### src/hw/rtl/awf_pkg.sv
// ----------------------------------------------------------------------------
// awf_pkg
// shared types, constants and byte helpers for the anagram word filter
// ----------------------------------------------------------------------------
`default_nettype none

package awf_pkg;

   localparam int ByteWidth     = 8;
   localparam int QueryBytes    = 16;
   localparam int PosWidth      = 4;
   localparam int LenWidth      = 5;
   localparam int TotalWidth    = 16;
   localparam int CsrDataWidth  = 64;
   localparam int CsrIndexWidth = 2;

   localparam logic [CsrIndexWidth-1:0] CsrQueryLow  = 2'd0;
   localparam logic [CsrIndexWidth-1:0] CsrQueryHigh = 2'd1;
   localparam logic [CsrIndexWidth-1:0] CsrQueryLen  = 2'd2;

   typedef logic [ByteWidth-1:0] byte_type;

   typedef struct packed {
      logic [QueryBytes-1:0][ByteWidth-1:0] bytes;
      logic [LenWidth-1:0]                  length;
   } query_type;

   typedef struct packed {
      byte_type code;
      logic     present;
      logic     end_of_word;
   } item_type;

   function automatic byte_type fold_byte(input byte_type b);
      byte_type r;
      r = b;
      if (b >= 8'd65 && b <= 8'd90) begin
         r = b + 8'd32;
      end
      return r;
   endfunction

   function automatic logic is_blank(input byte_type b);
      return (b == 8'd32) || (b >= 8'd9 && b <= 8'd13);
   endfunction

endpackage

`default_nettype wire

### src/hw/rtl/awf_query_regs.sv
// ----------------------------------------------------------------------------
// awf_query_regs
// query registers, stored already folded to lower case
// ----------------------------------------------------------------------------
`default_nettype none

module awf_query_regs (
   input  wire                                 clock,
   input  wire                                 reset,
   input  wire                                 csr_write_enable,
   input  wire  [awf_pkg::CsrIndexWidth-1:0]   csr_index,
   input  wire  [awf_pkg::CsrDataWidth-1:0]    csr_write_data,
   output awf_pkg::query_type                  query,
   output logic                                count_clear
);

   localparam int HalfBytes = awf_pkg::QueryBytes / 2;

   logic [awf_pkg::QueryBytes-1:0][awf_pkg::ByteWidth-1:0] bytes_ff;
   logic [awf_pkg::LenWidth-1:0]                           length_ff;

   always_ff @(posedge clock) begin
      if (reset) begin
         bytes_ff  <= '0;
         length_ff <= '0;
      end else if (csr_write_enable) begin
         case (csr_index)
            awf_pkg::CsrQueryLow: begin
               for (int i = 0; i < HalfBytes; i++) begin
                  bytes_ff[i] <= awf_pkg::fold_byte(csr_write_data[i*8 +: 8]);
               end
            end
            awf_pkg::CsrQueryHigh: begin
               for (int i = 0; i < HalfBytes; i++) begin
                  bytes_ff[HalfBytes+i] <= awf_pkg::fold_byte(csr_write_data[i*8 +: 8]);
               end
            end
            awf_pkg::CsrQueryLen: begin
               length_ff <= csr_write_data[awf_pkg::LenWidth-1:0];
            end
            default: begin
            end
         endcase
      end
   end

   // any write to a known register restarts the anagram count
   always_comb begin
      count_clear = 1'b0;
      if (csr_write_enable) begin
         case (csr_index)
            awf_pkg::CsrQueryLow:  count_clear = 1'b1;
            awf_pkg::CsrQueryHigh: count_clear = 1'b1;
            awf_pkg::CsrQueryLen:  count_clear = 1'b1;
            default:               count_clear = 1'b0;
         endcase
      end
   end

   assign query.bytes  = bytes_ff;
   assign query.length = length_ff;

endmodule

`default_nettype wire

### src/hw/rtl/awf_word_state.sv
// ----------------------------------------------------------------------------
// awf_word_state
// per-word claim tracking and end-of-word anagram decision
// ----------------------------------------------------------------------------
`default_nettype none

module awf_word_state #(
   parameter int MAX_WORD_LEN = 16
) (
   input  wire                clock,
   input  wire                reset,
   input  awf_pkg::query_type query,
   input  awf_pkg::item_type  item,
   input  wire                advance,
   output logic               hit
);

   localparam int KeptWidth = $clog2(MAX_WORD_LEN + 2);
   localparam logic [KeptWidth-1:0] KeptMax = KeptWidth'(MAX_WORD_LEN + 1);

   logic [awf_pkg::QueryBytes-1:0] claimed_ff, claimed_in;
   logic [KeptWidth-1:0]           kept_ff, kept_in;
   logic                           mismatch_ff, mismatch_in;
   logic                           differs_ff, differs_in;

   awf_pkg::byte_type              folded;
   logic                           take;
   logic [awf_pkg::LenWidth-1:0]   kept_ext;
   logic [awf_pkg::LenWidth-1:0]   kept_next_ext;
   logic [awf_pkg::QueryBytes-1:0] free_eq;
   logic [awf_pkg::QueryBytes-1:0] pick;

   assign folded   = awf_pkg::fold_byte(item.code);
   assign take     = item.present && !awf_pkg::is_blank(item.code);
   assign kept_ext = awf_pkg::LenWidth'(kept_ff);

   // unclaimed positions inside the query length holding this byte
   always_comb begin
      for (int p = 0; p < awf_pkg::QueryBytes; p++) begin
         free_eq[p] = !claimed_ff[p] && (query.bytes[p] == folded) &&
                      (awf_pkg::LenWidth'(p) < query.length);
      end
   end

   // lowest set bit wins
   assign pick = free_eq & (~free_eq + awf_pkg::QueryBytes'(1));

   always_comb begin
      claimed_in  = claimed_ff;
      kept_in     = kept_ff;
      mismatch_in = mismatch_ff;
      differs_in  = differs_ff;
      if (take) begin
         if (kept_ext < awf_pkg::LenWidth'(awf_pkg::QueryBytes) &&
             query.bytes[kept_ext[awf_pkg::PosWidth-1:0]] != folded) begin
            differs_in = 1'b1;
         end
         claimed_in = claimed_ff | pick;
         if (free_eq == '0) begin
            mismatch_in = 1'b1;
         end
         if (kept_ff < KeptMax) begin
            kept_in = kept_ff + KeptWidth'(1);
         end
      end
   end

   assign kept_next_ext = awf_pkg::LenWidth'(kept_in);
   assign hit = !mismatch_in && differs_in &&
                (query.length <= awf_pkg::LenWidth'(MAX_WORD_LEN)) &&
                (kept_next_ext == query.length);

   always_ff @(posedge clock) begin
      if (reset) begin
         claimed_ff  <= '0;
         kept_ff     <= '0;
         mismatch_ff <= 1'b0;
         differs_ff  <= 1'b0;
      end else if (advance) begin
         if (item.end_of_word) begin
            claimed_ff  <= '0;
            kept_ff     <= '0;
            mismatch_ff <= 1'b0;
            differs_ff  <= 1'b0;
         end else begin
            claimed_ff  <= claimed_in;
            kept_ff     <= kept_in;
            mismatch_ff <= mismatch_in;
            differs_ff  <= differs_in;
         end
      end
   end

endmodule

`default_nettype wire

### src/hw/rtl/anagram_word_filter_core.sv
// ----------------------------------------------------------------------------
// anagram_word_filter_core
// streams dictionary words one byte at a time and flags anagrams of a query
// ----------------------------------------------------------------------------
// usage:
//   load the query through the csr port (index 0 low bytes, 1 high bytes,
//   2 length) while the block is idle; any such write clears the count
//   send one byte per req word; end_of_word marks the last word of an entry,
//   char_present low carries no byte (an empty line end)
//   every word with end_of_word gives one rsp word: is_anagram and the
//   running anagram count, saturating at its maximum; other words give none
// timing:
//   a req word is held in the input register and evaluated there; its result
//   is then registered in the result register and shown on rsp
//   one req word per cycle while req_stall is low: the claim is a parallel
//   compare and a priority pick over the sixteen query positions, combinational
// reset (synchronous, active high) empties both registers, the word state
// and the count, and zeroes the query
// when rsp is stalled the result register holds; a non-final byte still
// moves through, and a final byte waits in the input register, which in
// turn raises req_stall
// ----------------------------------------------------------------------------
`default_nettype none

module anagram_word_filter_core #(
   parameter int MAX_WORD_LEN = 16
) (
   input  wire                                clock,
   input  wire                                reset,
   // request channel
   input  wire                                req_valid,
   output logic                               req_stall,
   input  wire  [7:0]                         req_char_code,
   input  wire                                req_char_present,
   input  wire                                req_end_of_word,
   // response channel
   output logic                               rsp_valid,
   input  wire                                rsp_stall,
   output logic                               rsp_is_anagram,
   output logic [15:0]                        rsp_anagram_total,
   // configuration
   input  wire                                csr_write_enable,
   input  wire  [awf_pkg::CsrIndexWidth-1:0]  csr_index,
   input  wire  [awf_pkg::CsrDataWidth-1:0]   csr_write_data
);

   localparam logic [awf_pkg::TotalWidth-1:0] TotalMax = '1;

   awf_pkg::query_type query;
   logic               count_clear;

   // input register
   logic               in_valid_ff, in_valid_in;
   awf_pkg::item_type  item_ff;

   // result register and running count
   logic                            out_valid_ff, out_valid_in;
   logic                            out_hit_ff;
   logic [awf_pkg::TotalWidth-1:0]  total_ff, total_in;

   logic req_accept;
   logic out_free;
   logic advance;
   logic hit;

   awf_query_regs u_query (
      .clock            (clock),
      .reset            (reset),
      .csr_write_enable (csr_write_enable),
      .csr_index        (csr_index),
      .csr_write_data   (csr_write_data),
      .query            (query),
      .count_clear      (count_clear)
   );

   awf_word_state #(
      .MAX_WORD_LEN (MAX_WORD_LEN)
   ) u_state (
      .clock   (clock),
      .reset   (reset),
      .query   (query),
      .item    (item_ff),
      .advance (advance),
      .hit     (hit)
   );

   // result register can take a new result when empty or being drained
   assign out_free = !out_valid_ff || !rsp_stall;
   // only a final byte needs room in the result register
   assign advance  = in_valid_ff && (!item_ff.end_of_word || out_free);

   assign req_stall  = in_valid_ff && !advance;
   assign req_accept = req_valid && !req_stall;

   assign in_valid_in = req_accept || (in_valid_ff && !advance);

   always_ff @(posedge clock) begin
      if (reset) begin
         in_valid_ff <= 1'b0;
      end else begin
         in_valid_ff <= in_valid_in;
      end
   end

   always_ff @(posedge clock) begin
      if (req_accept) begin
         item_ff.code        <= req_char_code;
         item_ff.present     <= req_char_present;
         item_ff.end_of_word <= req_end_of_word;
      end
   end

   // count update on a finished word, saturating; a query write clears it
   always_comb begin
      total_in = total_ff;
      if (count_clear) begin
         total_in = '0;
      end else if (advance && item_ff.end_of_word && hit && total_ff != TotalMax) begin
         total_in = total_ff + awf_pkg::TotalWidth'(1);
      end
   end

   always_comb begin
      out_valid_in = out_valid_ff && rsp_stall;
      if (advance && item_ff.end_of_word) begin
         out_valid_in = 1'b1;
      end
   end

   always_ff @(posedge clock) begin
      if (reset) begin
         out_valid_ff <= 1'b0;
         total_ff     <= '0;
      end else begin
         out_valid_ff <= out_valid_in;
         total_ff     <= total_in;
      end
   end

   always_ff @(posedge clock) begin
      if (advance && item_ff.end_of_word) begin
         out_hit_ff <= hit;
      end
   end

   // the count register holds the value just reported until the next final byte or a query write
   assign rsp_valid         = out_valid_ff;
   assign rsp_is_anagram    = out_hit_ff;
   assign rsp_anagram_total = total_ff;

endmodule

`default_nettype wire
### config.mk
export PLATFORM = sky130hd
export DESIGN_NAME = anagram_word_filter_core
export DESIGN_NICKNAME = d
export VERILOG_FILES = /design/src/hw/rtl/awf_pkg.sv /design/src/hw/rtl/awf_query_regs.sv /design/src/hw/rtl/awf_word_state.sv /design/src/hw/rtl/anagram_word_filter_core.sv
export SDC_FILE = /design/constraint.sdc
export NUM_CORES = 1
export LEC_CHECK = 0
export BUFFER_PORTS_ARGS = -buffer_cell sky130_fd_sc_hd__buf_2
export CORE_UTILIZATION = 60
export DETAILED_ROUTE_END_ITERATION = 10
export PLACE_DENSITY = 0.8
export SYNTH_ARGS = -nofsm -noshare
export SYNTH_HDL_FRONTEND = slang
export SYNTH_HIERARCHICAL = 1
export SYNTH_SLANG_ARGS = --single-unit
### constraint.sdc
create_clock -name clock -period 4.7 [get_ports clock]
set_clock_uncertainty 0.2 [all_clocks]
set_input_delay 0.235 -clock clock [delete_from_list [all_inputs] [get_ports clock]]
set_output_delay 0.235 -clock clock [all_outputs]
set_load 0.005 [all_outputs]
==> results.cfg <==
[status]
status = finished, final reports clean

[flow_run]
max_cap_viol_count = 0

[die]
fp.dieArea_mm2 = 0.0184
top_level_ports = 100
placementRows = 48
start_util_pct = 61.7
core_area_mm2 = 0.0174
fp.dieW_um = 136
die_y_um = 136

[sta]
setup_viol = 0
tightest_slew_ns = 1.04
slew_violations = 0
max_freq_mhz = 229
fin_crit_sh_pct = 93.0
setup_tns_ns = 0
hold_viol_final = 0
fin_crit_ns = 4.37
timing.slew.headroom_pct = 30.8
rsz0062_at_grt = false

[pwr]
powerDensity_mw_per_mm2 = 284
p_total_mw = 3.62
p_leak_nw = 4.53
ir_drop_v = 0.000289

[route]
antenna_left = 0
route.detailed.drc = 0
wirelength_mm = 34.1
num_vias = 10500
wire_per_inst_um = 20.9
drtPass1Iterations = 6
drtIter0Drc = 1319
detail_route.vias_per_cell = 6.40

[worst_hold_path]
holdPathStages = 2
hp-class = in2reg

[clock_network]
clk_pin_slew_ns = 0.07
numCtsBuffers = 17
cts_sinks = 185
htreeDepth = 4
clkLatencyLatePin_ns = 0.44
root_buffer = clkbuf_16
clockBufferDepth = 2
cts_tree = yes

[logic_synthesis]
synthDistinctLibCells = 79
syn_avg_cell_area_um2 = 8.61
synth.ff_latch_count = 185
ys_async_sr_fraction_pct = 0
postSynthCellCount = 1248
synth_warnings = 6
netlist_area_mm2 = 0.0107
synth_ff_type = dfxtp_1
ys_seq_area_share_pct = 35.5
mappedNetlistNets = 1340
synth_edf_count = 11

[layout]
antenna_cells = 0
finalNetCount = 1487
stdcell_count = 1633
stdcell_area_mm2 = 0.0128
drive_above_1_share_pct = 16.0
synthToLayoutAreaGrowth_pct = 18.7
fin_util_pct = 73.2

[placement]
placed_area_mm2 = 0.0114
place_congestion = 1.03
port_buffers = 99
hpwl_mm = 23.4
dpl.cell_count = 1517

[critical_path]
cp_data_arrival_time_ns = 4.50
worstPathMaxFanout = 19
worst_setup_path_end_kind = register
start_kind = register
crit_required_ns = 4.83
crit_type = reg2reg
rr_worst_depth = 14

[global_route]
grt_pass1_vias = 9898
grt_max_degree = 101
gr-total-overflow = 0
grtUsageTotal_pct = 37.6
grt_pass1_wl_mm = 52.8
antenna_found_initial = 1
[power by group]
part / internal, mW / switching, mW
Combinational: 0.237 / 0.293
Sequential: 1.63 / 0.0754
Clock: 0.733 / 0.651
[layer usage]
layer / track usage (%) / routed length (um) / part of all wire, %
met4: 17.9 / 1590 / 4.7
met2: 59.0 / 15500 / 45
met5: 0 / 0 / 0
met1: 49.2 / 13600 / 40
met3: 8.05 / 3430 / 10
[Yosys cell counts (11+ instances only)]
master | number | area [um^2]
inv_1 | 14 | 52.6
o211ai_1 | 15 | 113
nor2_1 | 113 | 424
nand4_1 | 20 | 125
nor3_1 | 16 | 80.1
a31oi_1 | 13 | 81.3
buf_2 | 34 | 170
nand2_1 | 227 | 852
a211oi_1 | 32 | 240
ha_1 | 11 | 138
nand2b_1 | 11 | 68.8
nand3_1 | 14 | 70.1
mux4_2 | 32 | 721
dfxtp_1 | 174 | 3480
a21oi_1 | 123 | 616
edfxtp_1 | 11 | 330
mux2i_1 | 15 | 150
xor2_1 | 68 | 596
xnor2_1 | 80 | 701
nor4_1 | 21 | 131
clkbuf_1 | 38 | 143
[state kept, by name (all words and copies together) (netlist names)]
| name | flops |
|---|---|
| u_query/query | 128 |
| u_state/mismatch_ff | 1 |
| item_ff | 10 |
| rsp_valid | 1 |
| in_valid_ff | 1 |
| u_state/kept_ext | 5 |
| rsp_anagram_total | 16 |
| rsp_is_anagram | 1 |
| u_state/differs_ff | 1 |
| u_state/claimed_ff | 16 |
| u_query/length_ff | 5 |
[logic make-up (layout without fill, tap and decap cells)]
group | after synthesis | count (layout) | share of synthesized area [%]
XOR/XNOR | 148 | 148 | 12.1
AND/OR/NAND/NOR | 487 | 487 | 21.7
multiplexers | 48 | 48 | 8.24
buffers and inverters | 95 | 255 | 3.89
adder cells (fa/ha/maj) | 11 | 11 | 1.28
flip-flops | 185 | 185 | 35.5
AO/OA/AOI/OAI | 274 | 274 | 17.3
[repair_timing]
action	4_1_cts	5_1_grt
resized for setup	0	1
hold buffers	81	0
buffers inserted	0	3
endpoints found under the setup margin	0	1
endpoints found under the hold margin	136	0
[layout make-up]
| cell class | count | area (um^2) |
|---|---|---|
| clock buffer | 18 | 429 |
| clock inverter | 14 | 121 |
| fill | 1296 | 4670 |
| inverter | 14 | 52.6 |
| multi-input combinational | 968 | 6520 |
| sequential | 185 | 3820 |
| tap | 225 | 282 |
| timing repair buffer | 209 | 1530 |
[layout by cell type (no fill, tap or decap), types with 9 or more instances in the layout]
cell type and instances:
nand2_1 227, dfxtp_1 173, a21oi_1 123, nor2_1 113, buf_2 98, dlygate4sd3_1 81
xnor2_1 80, xor2_1 68, a211oi_1 32, mux4_2 32, buf_4 30, nor4_1 21
nand4_1 20, clkbuf_16 17, nor3_1 16, o211ai_1 15, mux2i_1 15, inv_1 14
nand3_1 14, a31oi_1 13, ha_1 11, edfxtp_1 11, nand2b_1 11, nor4_2 9
[stage by stage]
step | worst slack [ns] | hold slack (ns)
2_1_floorplan | 1.00 | 0.104
3_3_place_gp | 0.438 | 0.217
3_5_place_dp | 0.375 | 0.213
4_1_cts | 0.291 | 0.0306
5_1_grt | 0.0804 | 0.0482
6_report | 0.329 | 0.0314
[critical path, cell delays in order, from the launching register on]
cell	delay (ns)
edfxtp_1	0.42
buf_4	0.28
or4b_1	0.58
a21oi_1	0.21
o21ai_1	0.25
nand3_1	0.28
mux2i_1	0.25
o2111ai_1	0.14
a211oi_1	0.30
o211a_1	0.28
a21bo_2	0.28
nor4_2	0.41
nand4b_1	0.17
xor2_1	0.16
nor2_1	0.05
[worst paths after layout]
check | startpoint | to | slack [ns]
setup reg to reg | item_ff[2] | rsp_anagram_total[12] | 0.33
setup / recovery | item_ff[2] | rsp_anagram_total[12] | 0.33
hold reg to reg | u_state/claimed_ff[6] | u_state/claimed_ff[6] | 0.24
hold / removal | reset | u_state/kept_ext[1] | 0.03
(Power assumes the default switching activity.)
